`src/design/bgtpf_pkg.sv`:
```
// Shared types, constants and helpers of the background pixel fetch block.
// Used by every RTL module except the generic RAM, and by the checker; depends on nothing.
package bgtpf_pkg;

  // Video memory geometry: two byte banks, even and odd addresses.
  localparam int VRAM_BYTES   = 8192;
  localparam int VRAM_AW      = $clog2(VRAM_BYTES);
  localparam int BANK_DEPTH   = VRAM_BYTES / 2;
  localparam int BANK_AW      = $clog2(BANK_DEPTH);
  localparam int SCREEN_WIDTH_DEF = 160;

  // Tile map and tile data layout.
  localparam logic [VRAM_AW-1:0] MAP_BASE_LOW       = VRAM_AW'(13'h1800);
  localparam logic [VRAM_AW-1:0] MAP_BANK_STEP      = VRAM_AW'(13'h0400);
  localparam logic [VRAM_AW-1:0] SIGNED_AREA_OFFSET = VRAM_AW'(13'h1000);

  // Control byte bit positions.
  localparam int LCDC_BG_EN    = 0;
  localparam int LCDC_MAP_SEL  = 3;
  localparam int LCDC_TILE_SEL = 4;

  // Configuration register indexes.
  localparam logic [1:0] CFG_LCD_CONTROL = 2'd0;
  localparam logic [1:0] CFG_SCROLL_X    = 2'd1;
  localparam logic [1:0] CFG_SCROLL_Y    = 2'd2;
  localparam logic [1:0] CFG_BG_PALETTE  = 2'd3;

  // Request codes.
  localparam logic REQ_WRITE = 1'b0;
  localparam logic REQ_PIXEL = 1'b1;

  typedef struct packed {
    logic       req_type;
    logic [12:0] vram_addr;
    logic [7:0]  vram_data;
    logic [7:0]  line;
    logic [7:0]  screen_col;
  } in_word_t;

  typedef struct packed {
    logic [1:0]  shade;
    logic [31:0] argb_color;
  } out_word_t;

  typedef struct packed {
    logic [7:0] lcd_control;
    logic [7:0] scroll_x;
    logic [7:0] scroll_y;
    logic [7:0] bg_palette;
  } cfg_t;

  // Memory request from the fetch sequencer to the banked video memory.
  typedef struct packed {
    logic               wr_en;
    logic [VRAM_AW-1:0] wr_addr;
    logic [7:0]         wr_data;
    logic               rd_en;
    logic [BANK_AW-1:0] rd_word;
  } vram_req_t;

  // Read data of both banks at the requested word.
  typedef struct packed {
    logic [7:0] even;
    logic [7:0] odd;
  } vram_rsp_t;

  // Fixed shade to ARGB table.
  function automatic logic [31:0] shade_argb(input logic [1:0] shade);
    logic [31:0] c;
    unique case (shade)
      2'd0: c = 32'hFFFFFFFF;
      2'd1: c = 32'hFF8080C0;
      2'd2: c = 32'hFF404080;
      2'd3: c = 32'hFF000000;
    endcase
    return c;
  endfunction

endpackage

```
`src/design/bgtpf_fetch.sv`:
```
// Fetch sequencer: map read, tile row read, palette and color lookup, result register.
// Depends on bgtpf_pkg; drives the banked video memory through a request struct.
module bgtpf_fetch #(
  parameter int SCREEN_WIDTH = bgtpf_pkg::SCREEN_WIDTH_DEF
) (
  input  logic                 clk,
  input  logic                 rst_n,
  input  bgtpf_pkg::cfg_t      cfg,
  input  logic                 in_valid,
  output logic                 in_stall,
  input  bgtpf_pkg::in_word_t  in_word,
  output logic                 out_valid,
  input  logic                 out_stall,
  output bgtpf_pkg::out_word_t out_word,
  output bgtpf_pkg::vram_req_t mem_req,
  input  bgtpf_pkg::vram_rsp_t mem_rsp
);

  typedef enum logic [1:0] {
    ST_IDLE,
    ST_MAP,
    ST_TILE
  } state_t;

  state_t                           state_r, state_nxt;
  logic [2:0]                       fine_row_r, fine_row_nxt;
  logic [2:0]                       fine_col_r, fine_col_nxt;
  logic                             map_odd_r, map_odd_nxt;
  logic                             out_valid_r, out_valid_nxt;
  bgtpf_pkg::out_word_t             out_word_r, out_word_nxt;

  logic                             accept;
  logic                             on_screen;
  logic [7:0]                       bg_row;
  logic [7:0]                       bg_col;
  logic [bgtpf_pkg::VRAM_AW-1:0]    map_addr;
  logic [7:0]                       tile;
  logic [bgtpf_pkg::VRAM_AW-1:0]    tile_addr;
  logic [2:0]                       bit_sel;
  logic [1:0]                       color;
  logic [7:0]                       pal_shift;
  logic [1:0]                       shade;
  logic                             out_free;

  assign in_stall = (state_r != ST_IDLE);
  assign accept   = in_valid && !in_stall;
  assign out_free = !out_valid_r || !out_stall;

  // Background coordinates wrap at 256; the map entry follows from them.
  assign on_screen = {1'b0, in_word.screen_col} < 9'(SCREEN_WIDTH);
  assign bg_row    = in_word.line + cfg.scroll_y;
  assign bg_col    = in_word.screen_col + cfg.scroll_x;
  assign map_addr  = bgtpf_pkg::MAP_BASE_LOW
                   + (cfg.lcd_control[bgtpf_pkg::LCDC_MAP_SEL] ?
                      bgtpf_pkg::MAP_BANK_STEP : '0)
                   + bgtpf_pkg::VRAM_AW'({bg_row[7:3], bg_col[7:3]});

  // Tile row address from the map byte; low indices sit in the upper area
  // when the tile data select bit is clear.
  assign tile      = map_odd_r ? mem_rsp.odd : mem_rsp.even;
  assign tile_addr = bgtpf_pkg::VRAM_AW'({tile, 4'b0000})
                   + ((!cfg.lcd_control[bgtpf_pkg::LCDC_TILE_SEL] && !tile[7]) ?
                      bgtpf_pkg::SIGNED_AREA_OFFSET : '0)
                   + bgtpf_pkg::VRAM_AW'({fine_row_r, 1'b0});

  // Pixel color from the two plane bytes, leftmost pixel in bit 7.
  assign bit_sel   = ~fine_col_r;
  assign color     = {mem_rsp.odd[bit_sel], mem_rsp.even[bit_sel]};
  assign pal_shift = cfg.bg_palette >> {color, 1'b0};
  assign shade     = cfg.lcd_control[bgtpf_pkg::LCDC_BG_EN] ? pal_shift[1:0] : 2'd0;

  // Memory requests: writes and map reads start in idle, tile reads follow the map.
  always_comb begin
    mem_req         = '0;
    mem_req.wr_addr = in_word.vram_addr;
    mem_req.wr_data = in_word.vram_data;
    mem_req.rd_word = map_addr[bgtpf_pkg::VRAM_AW-1:1];
    unique case (state_r)
      ST_IDLE: begin
        mem_req.wr_en = accept && (in_word.req_type == bgtpf_pkg::REQ_WRITE);
        mem_req.rd_en = accept && (in_word.req_type == bgtpf_pkg::REQ_PIXEL) && on_screen;
      end
      ST_MAP: begin
        mem_req.rd_en   = 1'b1;
        mem_req.rd_word = tile_addr[bgtpf_pkg::VRAM_AW-1:1];
      end
      ST_TILE: begin
        mem_req.rd_en = 1'b0;
      end
    endcase
  end

  // Next state, pixel position and result register.
  always_comb begin
    state_nxt     = state_r;
    fine_row_nxt  = fine_row_r;
    fine_col_nxt  = fine_col_r;
    map_odd_nxt   = map_odd_r;
    out_valid_nxt = out_valid_r && out_stall;
    out_word_nxt  = out_word_r;
    unique case (state_r)
      ST_IDLE: begin
        if (accept && (in_word.req_type == bgtpf_pkg::REQ_PIXEL) && on_screen) begin
          state_nxt    = ST_MAP;
          fine_row_nxt = bg_row[2:0];
          fine_col_nxt = bg_col[2:0];
          map_odd_nxt  = map_addr[0];
        end
      end
      ST_MAP: begin
        state_nxt = ST_TILE;
      end
      ST_TILE: begin
        if (out_free) begin
          state_nxt               = ST_IDLE;
          out_valid_nxt           = 1'b1;
          out_word_nxt.shade      = shade;
          out_word_nxt.argb_color = bgtpf_pkg::shade_argb(shade);
        end
      end
    endcase
  end

  always_ff @(posedge clk) begin
    if (!rst_n) begin
      state_r     <= ST_IDLE;
      out_valid_r <= 1'b0;
    end else begin
      state_r     <= state_nxt;
      out_valid_r <= out_valid_nxt;
    end
    fine_row_r <= fine_row_nxt;
    fine_col_r <= fine_col_nxt;
    map_odd_r  <= map_odd_nxt;
    out_word_r <= out_word_nxt;
  end

  assign out_valid = out_valid_r;
  assign out_word  = out_word_r;

endmodule

```
`config.mk`:
```
export PLATFORM = sky130hd
export DESIGN_NAME = bgtpf_fetch
export DESIGN_NICKNAME = d
export VERILOG_FILES = /design/src/design/bgtpf_pkg.sv /design/src/design/bgtpf_fetch.sv
export SDC_FILE = /design/constraint.sdc
export NUM_CORES = 1
export LEC_CHECK = 0
export BUFFER_PORTS_ARGS = -buffer_cell sky130_fd_sc_hd__buf_2
export CAP_MARGIN = 20
export CORE_ASPECT_RATIO = 0.9
export CORE_MARGIN = 2
export CORE_UTILIZATION = 36
export CTS_CLUSTER_SIZE = 40
export DETAILED_ROUTE_END_ITERATION = 8
export PLACE_DENSITY = 0.78
export REMOVE_ABC_BUFFERS = 1
export SETUP_SLACK_MARGIN = 0.2
export SYNTH_ARGS = -nofsm -noshare
export SYNTH_HDL_FRONTEND = slang
export SYNTH_SLANG_ARGS = --single-unit
```
`constraint.sdc`:
```
create_clock -name clk -period 2.09 [get_ports clk]
set_input_delay 0.1045 -clock clk [delete_from_list [all_inputs] [get_ports clk]]
set_output_delay 0.1045 -clock clk [all_outputs]
set_load 0.02 [all_outputs]
```
# After elaboration in Yosys (flattened, before gate mapping)
# Index checks and enable logic that the tools add are counted.
# totals
reg_bits	44
output_inout_bits	71
word_cells	60
# classes
addsub	6
n_lt_le_gt_ge	2
n_eq_ne	7
shift	1
muxes	17
bitwise	2
n_reduce_logical	18
# ops
operator	n
$pmux 32 s4	1
$add 8x8->8	2
$add 12x12->13 const A	1
$add 12x13->13	1
$add 13x10->13	1
$add 13x4->13	1
$mux 13	1
$mux 12	1
$mux 11	1
$lt 8x8->1 const B	1
$mux 8	1
$shr 8x3->2	1
$bmux 1 s3	2
$eq 2x2->1 const B	3
$logic_and 1x1->1	6
$mux 2	3
$pmux 2 s3	1
$reduce_and 2->1	3
$logic_not 1->1	5
$mux 1	5
$eq 2x1->1 const B	2
$logic_not 2->1	2
$lt 3x4->1 const B	1
$ne 2x2->1 const B	2
other kinds (5)	5

# Longest topological paths before layout
# logic_depth
depth_word	7
depth_mapped	7
ltp_nobuf	7

# Worst setup path after synthesis
# OpenSTA, ideal clock, no wires.
# synth_path
kind	reg2reg
from	register fine_col_r[0]
to	register out_word_r (netlist bit out_word[33]), data pin
t_arrival_ns	1.696
required_time_ns	1.835
path_slack_ns	0.140
path_stages_with_launch	6
n_path_buf	0
cell_sequence	edfxtp_1 mux4_1 mux2i_4 mux2i_1 mux2i_2 and2_1
# synth_between
elab_chain_len	5
# synth_rtl
element	line	text
start, declared	bgtpf_fetch.sv:27	logic [2:0] fine_col_r, fine_col_nxt;
start signal, assigned	bgtpf_fetch.sv:133	fine_col_r <= fine_col_nxt;
$not 3->3 *	bgtpf_fetch.sv:67	assign bit_sel = ~fine_col_r;
$bmux 1 s3	bgtpf_fetch.sv:68	assign color = {mem_rsp.odd[bit_sel], mem_rsp.even[bit_sel]};
$mux 1 (not written as such)	bgtpf_fetch.sv:68	
$shr 8x3->2 *	bgtpf_fetch.sv:69	assign pal_shift = cfg.bg_palette >> {color, 1'b0};
$mux 2 *	bgtpf_fetch.sv:70	assign shade = cfg.lcd_control[bgtpf_pkg::LCDC_BG_EN] ? pal_shift[1:0] : 2'd0;
via shade[1]	bgtpf_fetch.sv:42	logic [1:0] shade;
end signal, assigned	bgtpf_fetch.sv:135	out_word_r <= out_word_nxt;
end, declared	bgtpf_fetch.sv:30	bgtpf_pkg::out_word_t out_word_r, out_word_nxt;
# The timed path passes the listed nets; every way through them passes the cells marked *. The select of a mux whose other input is x is not followed.
# A chain may end at the register's enable or synchronous reset.

# Worst setup path after layout
# layout_path
from	register fine_col_r[0]
to	register out_word_r (netlist bit out_word[21]), data pin
# layout_between
elab_chain_len	7
# layout_rtl
element	line	text
$not 3->3 *	bgtpf_fetch.sv:67	
$bmux 1 s3	bgtpf_fetch.sv:68	
$mux 1 (not written as such)	bgtpf_fetch.sv:68	
$shr 8x3->2 *	bgtpf_fetch.sv:69	
$mux 2 *	bgtpf_fetch.sv:70	
via shade[0]	bgtpf_fetch.sv:42	
$eq 2x2->1 (tied with other cells)	bgtpf_pkg.sv:70	unique case (shade)
$pmux 32 s4 *	bgtpf_pkg.sv:70	
# Marks and branches as above.

==> results.cfg <==
[clock_tree]
worstSkewPairLatency_ns = 0.24
cts.clk_slew.worst_paths_ns = 0.06
clk_path_buf_depth = 2
cts_sinks = 16
cts-root-buf = clkbuf_8
h-tree-depth = 1
cts_made_buffers = 3
cts_tree = built

[setup_path]
path_max_fanout = 4
critPathCaptureType = register
critPathKind = reg -> reg
arrival_ns = 2.14
worstPathRequired_ns = 2.19
startpoint_type = register

[hold_path]
hp-class = in -> reg

[timing]
finalHoldViolations = 0
fmax_mhz = 490
setup_viol_count_final = 0
final.min_clock_period_ns = 2.04
post-route-period-util = 0.976
rsz0062_at_grt = yes
skew_ns = 0.00256
holdWs_ns = 0.111
slew_violations = 0
fin_tns_setup_ns = 0

[placed_design]
post-place-cells = 337
gp_congestion = 0.815
dpl.hpwl_mm = 4.04
io_buffers = 105

[grt]
grt_max_degree = 22
grt_pass1_wl_mm = 6.96
grt_overflow = 0
grt_use_total = 0.151
grt_antenna_before_repair = 0
grt_pass1_vias = 1600

[drt]
postRouteAntennaNets = 0
routed_wl_mm = 5.00
drt_iter0_markers = 57
drc = 0
via_per_inst = 4.97
num_vias = 1734
drt-pass1-iter-count = 4
wl_per_cell_um = 14.3

[synthesis]
synth_seq_area_share = 0.229
yosys-top-cells-area = edfxtp_1 20%, buf_4 19%, ha_1 11%
synth_top_cell_by_area = edfxtp_1
synthCells = 207
synth.cell_area_sq_mm = 0.00197
yosysTopAreaCellShare = 0.198
ys.flop_type = edfxtp_1
synth-seq-cells = 16
synth.distinct_cells = 45
synthArstFlopShare = 0
syn-mean-instance-area_sq_um = 9.51
synth_warnings = 0
synth-edff-count = 13

[run]
drv_cap = 0

[finish]
area_delta_synth_final_pct = 25.7
stdcell_count = 349
final_util = 0.471
drive_above_1_share = 0.521
nFillCells = 516
diodes = 0
layout.nets = 392

[power]
seqPwrFrac = 0.237
peakVddDrop_uv = 382
powerDensity_mw_per_mm2 = 760
switching_share = 0.435
power_frac_clock = 0.142
p_int_mw = 1.06
pwr-share-comb = 0.621
p_leak_nw = 1.19
p_sw_mw = 0.819
power.total_mw = 1.88

[floorplan]
io_pins = 161
die_w_um = 81.9
rows = 25
core_area_sq_mm = 0.00526
die_area_sq_mm = 0.00608
fp.dieH_um = 74.1
start_util = 0.375

[outcome]
status = completed
==> registers in the layout, indices dropped and copies added, names as in the netlist <==
| name | flops |
|---|---|
| out_word | 6 |
| state_r | 2 |
| fine_row_r | 3 |
| out_valid | 1 |
| map_odd_r | 1 |
| fine_col_r | 3 |
==> critical path, stage by stage (launching register included) <==
cell and delay [ns]:
edfxtp_1 0.48, mux4_2 0.56, mux2i_4 0.25, mux2i_2 0.33, o22ai_4 0.13, a21oi_1 0.13
==> stage by stage <==
| step | instance area [sq um] | worst slack (ns) |
|---|---|---|
| floorplan | 1610 | -0.493 |
| global placement | 2250 | -0.0182 |
| detailed placement | 2250 | -0.0566 |
| CTS | 2340 | 0.0476 |
| global route | 2470 | -0.0588 |
| finish | 2470 | 0.0507 |
==> layout by cell type (no fill, tap or decap), types with 2 or more instances in the layout <==
cell and count:
mux2_2 2, ha_4 2, mux4_2 4, nor2_1 10
buf_4 14, clkbuf_8 4, conb_1 8, a2111oi_4 2
xor2_1 5, buf_2 101, nor3b_1 2, ha_2 2
o211ai_1 2, xnor2_1 5, inv_1 9, nand2_1 11
edfxtp_1 13, o21a_1 2, mux2i_1 8, o31a_1 3
ha_1 13, a21oi_1 9, nand3_1 2, a21oi_2 3
nor2b_1 3, buf_6 2, mux2i_4 2, nand2b_1 2
fa_2 2, nor3_1 2, dfxtp_1 3, mux2i_2 3
a21o_1 5, o21ai_0 5
==> timing repair <==
item                                    in CTS  in global routing
hold buffers                                 0                  0
resized for setup                           12                 19
pin swaps                                    6                  7
buffers inserted                             1                  7
endpoints found under the setup margin       9                 12
==> path summary, 6_finish.rpt <==
check	start	end	slack, ns	cells past startpoint
max	fine_col_r[0]	out_word[21]	0.05	5
min	rst_n	state_r[1]	0.11	2
max reg2reg	fine_col_r[0]	out_word[21]	0.05	5
min reg2reg	state_r[1]	state_r[1]	0.54	2
==> cells in the mapped netlist, types with 2 or more instances <==
library cell / number
clkbuf_1: 3
nor2_1: 10
mux4_1: 4
buf_4: 49
dfxtp_1: 3
mux2i_4: 2
inv_1: 9
o21a_1: 2
o211ai_1: 2
o31a_1: 3
edfxtp_1: 13
nor3b_1: 2
o21ai_0: 7
a21oi_1: 12
nand2_1: 11
nor3_1: 3
nand3_1: 2
xor2_1: 5
nor2b_1: 3
ha_1: 17
mux2_2: 2
xnor2_1: 5
mux2i_1: 10
nand2b_1: 2
a21o_1: 5
fa_1: 2
==> layer usage <==
metal,part of all wire,GRT usage
met3,0.13,0.0995
met1,0.36,0.156
met2,0.48,0.253
met5,0.0078,0.0500
met4,0.012,0.0278
==> cell families (layout without fill, tap and decap cells) <==
group                      after synthesis  in the layout  synth area share
AOI/OAI and AO/OA                       41             41             0.142
xor gates and xnor gates                10             10            0.0445
adders and majority gates               19             19             0.128
buffers and inverters                   62            130             0.212
DFF                                     16             16             0.229
muxes                                   19             19             0.146
other                                    1              8           0.00191
and+or+nand+nor                         39             39            0.0966
==> power by group through the flow <==
stage / clock network (mW) / registers [mW] / logic, mW
6_report: 0.268 / 0.446 / 1.17
5_1_grt: 0.296 / 0.455 / 1.28
4_1_cts: 0.280 / 0.450 / 1.10
3_5_place_dp: 0 / 0.456 / 1.06
3_3_place_gp: 0 / 0.453 / 1.05
2_1_floorplan: 0 / 0.537 / 0.628
==> final cells by class <==
| type | instances | area (sq um) | share of cell area |
|---|---|---|---|
| multi-input combinational | 136 | 1220 | 0.492 |
| tap | 67 | 83.8 | 0.0339 |
| timing repair buffer | 117 | 633 | 0.256 |
| inverter | 9 | 33.8 | 0.0137 |
| clock buffer | 4 | 55.1 | 0.0222 |
| sequential | 16 | 450 | 0.182 |
(Power assumes the default switching activity.)
